$ cat src/bthe_pkg.sv
package bthe_pkg;

   localparam int BIN_COUNT = 16;
   localparam int PC_W = 6;

   localparam logic [2:0] OP_WRITE      = 3'd0;
   localparam logic [2:0] OP_READ       = 3'd1;
   localparam logic [2:0] OP_SPLIT      = 3'd2;
   localparam logic [2:0] OP_MERGE_NEXT = 3'd3;
   localparam logic [2:0] OP_MERGE_PREV = 3'd4;
   localparam logic [2:0] OP_SIZE_CLASS = 3'd5;

   localparam logic [1:0] ST_OK   = 2'd0;
   localparam logic [1:0] ST_ADDR = 2'd1;
   localparam logic [1:0] ST_SIZE = 2'd2;

   localparam logic CSR_HEAP_LOW = 1'b0;
   localparam logic CSR_HEAP_TOP = 1'b1;

   localparam logic [13:0] HEAP_LOW_RESET = 14'd0;
   localparam logic [13:0] HEAP_TOP_RESET = 14'd8192;

   localparam logic [63:0] TAG_SIZE_BITS  = ~64'hF;
   localparam logic [63:0] TAG_ALLOC      = 64'h1;
   localparam logic [63:0] SMALLEST_BLOCK = 64'd48;
   localparam logic [63:0] ROUND_ADD      = 64'd39;
   localparam logic [5:0]  BIN_BASE       = 6'd5;
   localparam logic [5:0]  BIN_LAST       = 6'(BIN_COUNT - 1);

   localparam logic [2:0] LOD_NONE = 3'd0;
   localparam logic [2:0] LOD_32   = 3'd1;
   localparam logic [2:0] LOD_16   = 3'd2;
   localparam logic [2:0] LOD_8    = 3'd3;
   localparam logic [2:0] LOD_4    = 3'd4;
   localparam logic [2:0] LOD_2    = 3'd5;
   localparam logic [2:0] LOD_1    = 3'd6;

   typedef enum logic [1:0] {ADDR_B, ADDR_PREV, ADDR_NXT, ADDR_PTR} addr_sel_type;
   typedef enum logic [2:0] {WD_VAL, WD_VAL_ALLOC, WD_WHOLE_ALLOC, WD_EXTRA, WD_SUM} wd_sel_type;
   typedef enum logic [1:0] {TAG_HOLD, TAG_MEM, TAG_MAXV} tag_sel_type;
   typedef enum logic [1:0] {PTR_HOLD, PTR_REM, PTR_PV} ptr_sel_type;
   typedef enum logic [3:0] {
      C_NEVER, C_OUT_MEM, C_SPLIT_BIG, C_EXTRA_SMALL, C_REM_OUT,
      C_AT_END, C_NEXT_OUT, C_ALLOC, C_AT_LOW, C_PREV_OUT
   } cond_type;
   typedef enum logic [2:0] {
      FIN_NONE, FIN_EMPTY, FIN_READ, FIN_ADDR_ERR, FIN_SIZE_ERR,
      FIN_BLK_B, FIN_BLK_PTR, FIN_SIZE_CLASS
   } fin_type;
   typedef enum logic {SEQ_IDLE, SEQ_RUN} seq_state_type;

   typedef struct packed {
      addr_sel_type    addr_sel;
      logic            mem_we;
      logic            mem_re;
      wd_sel_type      wd_sel;
      tag_sel_type     tag_sel;
      ptr_sel_type     ptr_sel;
      logic [2:0]      lod;
      cond_type        cond;
      logic [PC_W-1:0] target;
      fin_type         fin;
   } ctrl_type;

   typedef struct packed {
      logic [12:0] blk;
      logic        has;
      logic [63:0] rdata;
      logic [63:0] rtotal;
      logic [3:0]  bin;
      logic [1:0]  status;
   } res_type;

   typedef struct packed {
      logic busy;
      logic done;
   } seq_stat_type;

   localparam ctrl_type CTRL_NOP = '{ADDR_B, 1'b0, 1'b0, WD_VAL, TAG_HOLD, PTR_HOLD,
                                     LOD_NONE, C_NEVER, '0, FIN_NONE};

   localparam logic [PC_W-1:0] STEP_F_EMPTY = 6'd0;
   localparam logic [PC_W-1:0] STEP_F_AERR  = 6'd1;
   localparam logic [PC_W-1:0] STEP_F_SERR  = 6'd2;
   localparam logic [PC_W-1:0] STEP_F_BLKB  = 6'd3;
   localparam logic [PC_W-1:0] STEP_W0      = 6'd4;
   localparam logic [PC_W-1:0] STEP_W1      = 6'd5;
   localparam logic [PC_W-1:0] STEP_R0      = 6'd6;
   localparam logic [PC_W-1:0] STEP_R1      = 6'd7;
   localparam logic [PC_W-1:0] STEP_S0      = 6'd8;
   localparam logic [PC_W-1:0] STEP_S1      = 6'd9;
   localparam logic [PC_W-1:0] STEP_S2      = 6'd10;
   localparam logic [PC_W-1:0] STEP_S3      = 6'd11;
   localparam logic [PC_W-1:0] STEP_S4      = 6'd12;
   localparam logic [PC_W-1:0] STEP_S5      = 6'd13;
   localparam logic [PC_W-1:0] STEP_S_ALL   = 6'd14;
   localparam logic [PC_W-1:0] STEP_M0      = 6'd15;
   localparam logic [PC_W-1:0] STEP_M1      = 6'd16;
   localparam logic [PC_W-1:0] STEP_M2      = 6'd17;
   localparam logic [PC_W-1:0] STEP_M3      = 6'd18;
   localparam logic [PC_W-1:0] STEP_M4      = 6'd19;
   localparam logic [PC_W-1:0] STEP_P0      = 6'd20;
   localparam logic [PC_W-1:0] STEP_P1      = 6'd21;
   localparam logic [PC_W-1:0] STEP_P2      = 6'd22;
   localparam logic [PC_W-1:0] STEP_P3      = 6'd23;
   localparam logic [PC_W-1:0] STEP_P4      = 6'd24;
   localparam logic [PC_W-1:0] STEP_P5      = 6'd25;
   localparam logic [PC_W-1:0] STEP_Z0      = 6'd26;
   localparam logic [PC_W-1:0] STEP_Z1      = 6'd27;
   localparam logic [PC_W-1:0] STEP_Z2      = 6'd28;
   localparam logic [PC_W-1:0] STEP_Z3      = 6'd29;
   localparam logic [PC_W-1:0] STEP_Z4      = 6'd30;
   localparam logic [PC_W-1:0] STEP_Z5      = 6'd31;
   localparam logic [PC_W-1:0] STEP_Z6      = 6'd32;
   localparam logic [PC_W-1:0] STEP_Z7      = 6'd33;

   function automatic logic [PC_W-1:0] entry_step(input logic [2:0] op);
      logic [PC_W-1:0] s;
      case (op)
         OP_WRITE:      s = STEP_W0;
         OP_READ:       s = STEP_R0;
         OP_SPLIT:      s = STEP_S0;
         OP_MERGE_NEXT: s = STEP_M0;
         OP_MERGE_PREV: s = STEP_P0;
         OP_SIZE_CLASS: s = STEP_Z0;
         default:       s = STEP_F_EMPTY;
      endcase
      return s;
   endfunction

   function automatic ctrl_type ucode_rom(input logic [PC_W-1:0] pc);
      ctrl_type w;
      w = CTRL_NOP;
      case (pc)
         STEP_F_EMPTY: w.fin = FIN_EMPTY;
         STEP_F_AERR:  w.fin = FIN_ADDR_ERR;
         STEP_F_SERR:  w.fin = FIN_SIZE_ERR;
         STEP_F_BLKB:  w.fin = FIN_BLK_B;
         // write word
         STEP_W0: begin
            w.cond = C_OUT_MEM;   w.target = STEP_F_AERR;
         end
         STEP_W1: begin
            w.mem_we = 1'b1;      w.wd_sel = WD_VAL;       w.fin = FIN_EMPTY;
         end
         // read word
         STEP_R0: begin
            w.mem_re = 1'b1;      w.cond = C_OUT_MEM;      w.target = STEP_F_AERR;
         end
         STEP_R1: w.fin = FIN_READ;
         // split
         STEP_S0: begin
            w.mem_re = 1'b1;      w.cond = C_OUT_MEM;      w.target = STEP_F_AERR;
         end
         STEP_S1: begin
            w.tag_sel = TAG_MEM;  w.cond = C_SPLIT_BIG;    w.target = STEP_F_SERR;
         end
         STEP_S2: begin
            w.cond = C_EXTRA_SMALL; w.target = STEP_S_ALL;
         end
         STEP_S3: begin
            w.ptr_sel = PTR_REM;  w.cond = C_REM_OUT;      w.target = STEP_F_AERR;
         end
         STEP_S4: begin
            w.mem_we = 1'b1;      w.wd_sel = WD_VAL_ALLOC;
         end
         STEP_S5: begin
            w.addr_sel = ADDR_PTR; w.mem_we = 1'b1; w.wd_sel = WD_EXTRA;
            w.fin = FIN_BLK_PTR;
         end
         STEP_S_ALL: begin
            w.mem_we = 1'b1;      w.wd_sel = WD_WHOLE_ALLOC; w.fin = FIN_EMPTY;
         end
         // merge with next
         STEP_M0: begin
            w.mem_re = 1'b1;      w.cond = C_OUT_MEM;      w.target = STEP_F_AERR;
         end
         STEP_M1: begin
            w.tag_sel = TAG_MEM;  w.cond = C_AT_END;       w.target = STEP_F_BLKB;
         end
         STEP_M2: begin
            w.addr_sel = ADDR_NXT; w.mem_re = 1'b1;
            w.cond = C_NEXT_OUT;  w.target = STEP_F_AERR;
         end
         STEP_M3: begin
            w.cond = C_ALLOC;     w.target = STEP_F_BLKB;
         end
         STEP_M4: begin
            w.mem_we = 1'b1;      w.wd_sel = WD_SUM;       w.fin = FIN_BLK_B;
         end
         // merge with previous
         STEP_P0: begin
            w.mem_re = 1'b1;      w.cond = C_OUT_MEM;      w.target = STEP_F_AERR;
         end
         STEP_P1: begin
            w.tag_sel = TAG_MEM;  w.addr_sel = ADDR_PREV;  w.mem_re = 1'b1;
            w.cond = C_AT_LOW;    w.target = STEP_F_BLKB;
         end
         STEP_P2: begin
            w.cond = C_ALLOC;     w.target = STEP_F_BLKB;
         end
         STEP_P3: begin
            w.ptr_sel = PTR_PV;   w.cond = C_PREV_OUT;     w.target = STEP_F_AERR;
         end
         STEP_P4: begin
            w.addr_sel = ADDR_PTR; w.mem_re = 1'b1;
         end
         STEP_P5: begin
            w.addr_sel = ADDR_PTR; w.mem_we = 1'b1; w.wd_sel = WD_SUM;
            w.fin = FIN_BLK_PTR;
         end
         // size class: leading-one search, one halving per step
         STEP_Z0: w.tag_sel = TAG_MAXV;
         STEP_Z1: w.lod = LOD_32;
         STEP_Z2: w.lod = LOD_16;
         STEP_Z3: w.lod = LOD_8;
         STEP_Z4: w.lod = LOD_4;
         STEP_Z5: w.lod = LOD_2;
         STEP_Z6: w.lod = LOD_1;
         STEP_Z7: w.fin = FIN_SIZE_CLASS;
         default: w.fin = FIN_EMPTY;
      endcase
      return w;
   endfunction

endpackage

$ cat src/bthe_seq.sv
module bthe_seq (
   input  logic                   clock,
   input  logic                   reset,
   input  logic                   start,
   input  logic [2:0]             op,
   input  logic                   out_free,
   input  logic                   cond_hit,
   output bthe_pkg::ctrl_type     ctrl,
   output bthe_pkg::seq_stat_type stat
);
   import bthe_pkg::*;

   seq_state_type   state_ff, state_in;
   logic [PC_W-1:0] pc_ff, pc_in;

   always_ff @(posedge clock) begin
      if (reset) begin
         state_ff <= SEQ_IDLE;
         pc_ff    <= '0;
      end else begin
         state_ff <= state_in;
         pc_ff    <= pc_in;
      end
   end

   always_comb begin
      state_in = state_ff;
      pc_in    = pc_ff;
      ctrl     = CTRL_NOP;
      stat     = '0;
      case (state_ff)
         SEQ_IDLE: begin
            if (start) begin
               state_in = SEQ_RUN;
               pc_in    = entry_step(op);
            end
         end
         SEQ_RUN: begin
            ctrl      = ucode_rom(pc_ff);
            stat.busy = 1'b1;
            if (ctrl.fin != FIN_NONE) begin
               // final step holds until the result register can take it
               if (out_free) begin
                  stat.done = 1'b1;
                  state_in  = SEQ_IDLE;
               end
            end else if (cond_hit) begin
               pc_in = ctrl.target;
            end else begin
               pc_in = pc_ff + PC_W'(1);
            end
         end
         default: state_in = SEQ_IDLE;
      endcase
   end

endmodule

$ cat config.mk
export PLATFORM = sky130hd
export DESIGN_NAME = bthe_seq
export DESIGN_NICKNAME = d
export VERILOG_FILES = /design/src/bthe_pkg.sv /design/src/bthe_seq.sv
export SDC_FILE = /design/constraint.sdc
export NUM_CORES = 1
export LEC_CHECK = 0
export BUFFER_PORTS_ARGS = -buffer_cell sky130_fd_sc_hd__buf_4
export CAP_MARGIN = 15
export CORE_MARGIN = 2
export CORE_UTILIZATION = 40
export DETAILED_ROUTE_END_ITERATION = 8
export PLACE_DENSITY = 0.65
export SYNTH_ARGS = -nofsm -noshare
export SYNTH_HDL_FRONTEND = slang
export SYNTH_SLANG_ARGS = --single-unit
$ cat constraint.sdc
create_clock -name clock -period 5.8 [get_ports clock]
set_clock_uncertainty 0.1 [all_clocks]
set_input_delay 0.58 -clock clock [delete_from_list [all_inputs] [get_ports clock]]
set_output_delay 0.58 -clock clock [all_outputs]
set_load 0.05 [all_outputs]
==> flow_metrics.env <==
export IMPL_via_count=1758
export IMPL_clk_latency_ps=230
export IMPL_critical_path_max_fanout=34
export IMPL_ant_nets=0
export IMPL_synth_main_ff_cell="dfxtp_1"
export IMPL_slew_headroom_pct=20.5
export IMPL_hold_viol=0
export IMPL_min_period_ps=3830
export IMPL_worstMarginPinSlew_ps=1190
export IMPL_clock_sinks=7
export IMPL_worstSetupEndpointType="primary output"
export IMPL_die_w_um=66.2
export IMPL_core_um2=3690
export IMPL_gp_congestion=0.869
export IMPL_grt_pass1_vias=1469
export IMPL_syn_instance_count=233
export IMPL_worst_r2r_path_depth=7
export IMPL_drt_iter0_drc=171
export IMPL_clock_path_buffers=2
export IMPL_drc=0
export IMPL_hold_buffers=0
export IMPL_area_delta_synth_final_pct=15.6
export IMPL_die_h_um=66.2
export IMPL_maxCapViolations=0
export IMPL_layout_nets=263
export IMPL_track_usage_pct=21.5
export IMPL_r2r_end="pc_ff[1]"
export IMPL_routedWlPerCell_um=15.4
export IMPL_setup_tns_ps=0
export IMPL_synth_edf_count=0
export IMPL_cts_resized=0
export IMPL_ctsHtreeMaxLevel=1
export IMPL_status="complete, no violations"
export IMPL_yosys_area_top_type="dfxtp_1"
export IMPL_drtPass1Iterations=4
export IMPL_setup_viol=0
export IMPL_ys_ff_latch=7
export IMPL_hpwl_um=3270
export IMPL_ys_types=58
export IMPL_ios=37
export IMPL_min_path_type="reg2reg"
export IMPL_rsz0062_at_grt="no"
export IMPL_drt_wl_total_um=4580
export IMPL_netlist_top_cells_area="dfxtp_1 9.1%, a21oi_1 7.4%, nor2_1 5.8%"
export IMPL_avgSynthCellArea_um2=6.64
export IMPL_endpoint="ctrl[10]"
export IMPL_grt_pass1_wl_um=7450
export IMPL_power_per_cell_area_nw_per_um2=177
export IMPL_cts_setup_buffers=0
export IMPL_gr_total_overflow=0
export IMPL_startpoint_type="flop"
export IMPL_vias_per_cell=5.90
export IMPL_start_util_pct=42.0
export IMPL_p_leak_nw=0.678
export IMPL_finalCritPeriodShare_pct=66.1
export IMPL_setup_worst_path_start="pc_ff[3]"
export IMPL_synth_async_reset_ratio_pct=0
export IMPL_ys_warn_count=0
export IMPL_antenna_cells=0
export IMPL_fillers=376
export IMPL_timing_rr_start="pc_ff[2]"
export IMPL_grt_start_max_net_pins=38
export IMPL_critPathKind="reg2out"
export IMPL_vdd_ir_drop_max_v=0.000153
export IMPL_arrival_ps=3150
export IMPL_antenna_found_initial=0
export IMPL_row_count=22
export IMPL_syn_cell_area_um2=1550
export IMPL_cts_buffers=3
export IMPL_cts_tree="done"
export IMPL_drive_above_1_share_pct=21.2
export IMPL_yosysTopAreaCellShare_pct=9.05
export IMPL_crit_required_ps=5120
export IMPL_timing_fmax_ghz=0.261
export IMPL_die_area_um2=4380
export IMPL_slew_violations=0
export IMPL_clockRootBuffer="clkbuf_8"
export IMPL_portBuffers=34
export IMPL_clk_pin_slew_worst_paths_ps=40
export IMPL_total_power_mw=0.317
export IMPL_r2r_slack_ps=2720
export IMPL_synth_seq_area_share_pct=9.05
-- placed cells by master (no fill, tap or decap), types with 2 or more instances in the layout --
cell and n:
buf_4 36, nor2_1 24, a21oi_1 23, nand2_1 21, o21ai_0 12, nand2b_1 10, nor3_1 10, and2_1 9
inv_1 7, nor2b_1 7, dfxtp_1 7, mux2i_1 5, nand3b_1 5, a211oi_1 4, o22ai_1 4, ha_1 4
a21o_1 3, a2111oi_2 3, nor4_1 3, o21a_1 3, or3_1 3, nand3_1 3, clkbuf_8 3, inv_2 2
a21boi_0 2, o211ai_1 2, o32ai_1 2, a31oi_1 2, a211o_1 2, conb_1 2
-- logic make-up after synthesis --
kind of cell | count (synthesis) | share of synthesized area, %
AOI/OAI and AO/OA | 77 | 36.3
adders and majority gates | 4 | 3.23
buffers and inverters | 33 | 11.1
DFF | 7 | 9.05
muxes | 6 | 3.96
other | 1 | 0.242
and+or+nand+nor | 105 | 36.1
-- flip-flops by register name, indices dropped and copies added (netlist names) --
| register | flops |
|---|---|
| pc_ff | 6 |
| state_ff | 1 |
-- synth_stat cells, types with 3 or more instances --
master      n
a2111oi_2   3
a211oi_1    4
a21o_1      3
a21oi_1    23
and2_1      9
buf_2       5
buf_4       7
clkbuf_1   10
dfxtp_1     7
ha_1        4
inv_1       7
mux2i_1     5
nand2_1    21
nand2b_1   10
nand3_1     3
nand3b_1    5
nor2_1     24
nor2b_1     7
nor3_1     10
nor4_1      3
o21a_1      3
o21ai_0    12
o22ai_1     4
or3_1       3
-- area by class of cell --
type | instances | area [um2] | share of cell area, %
clock buffers | 4 | 45.0 | 2.52
inverters | 9 | 33.8 | 1.89
multi-input cells | 194 | 1240 | 69.3
flip-flops and latches | 7 | 140 | 7.83
well taps | 48 | 60.1 | 3.36
repair buffers | 36 | 270 | 15.1
-- routing by layer --
metal / global-route usage, % / vias to the layer above / part of all wire, %
met1: 31.9 / 824 / 47
met4: 2.55 / 0 / 0.48
met2: 33.4 / 57 / 47
met3: 3.07 / 4 / 5.9
met5: 0 / - / 0
li1: - / 873 / -
-- critical path, cell delays in order, from the launching register on --
cell and delay, ps:
dfxtp_1 1100, nand2b_1 320, mux2i_1 120, a31o_2 280
a2111oi_2 400, nor2b_1 120, nor2_1 280, nor3_1 100
buf_4 200
-- where the power goes --
group	internal, mW	switching (mW)	leakage (nW)
Combinational	0.0647	0.114	0.598
Sequential	0.0526	0.0172	0.0574
Clock	0.0476	0.0216	0.0228
-- worst min-delay path by stage --
| stage | from | to | slack (ps) | cells after the start |
|---|---|---|---|---|
| 6_report | pc_ff[0] | pc_ff[0] | 410 | 2 |
| 2_1_floorplan | pc_ff[0] | pc_ff[0] | 370 | 2 |
| 4_1_cts | pc_ff[0] | pc_ff[0] | 420 | 2 |
| 5_1_grt | reset | pc_ff[3] | 450 | 2 |
| 3_5_place_dp | pc_ff[0] | pc_ff[0] | 410 | 2 |
| 3_3_place_gp | pc_ff[0] | pc_ff[0] | 410 | 2 |
-- through the flow --
step / utilization [%] / hold WS [ps] / cell area, um2 / instances / setup slack, ps
4_1_cts: 48.5 / 418 / 1790 / 298 / 2010
2_1_floorplan: - / 372 / 1550 / 234 / 1500
3_3_place_gp: 47.3 / 406 / 1740 / 294 / 2350
5_1_grt: 48.5 / 452 / 1790 / 298 / 1750
3_5_place_dp: 47.3 / 413 / 1740 / 294 / 2270
6_report: 48.5 / 410 / 1790 / 298 / 1970
No activity file was read; power rests on OpenSTA's default activity.
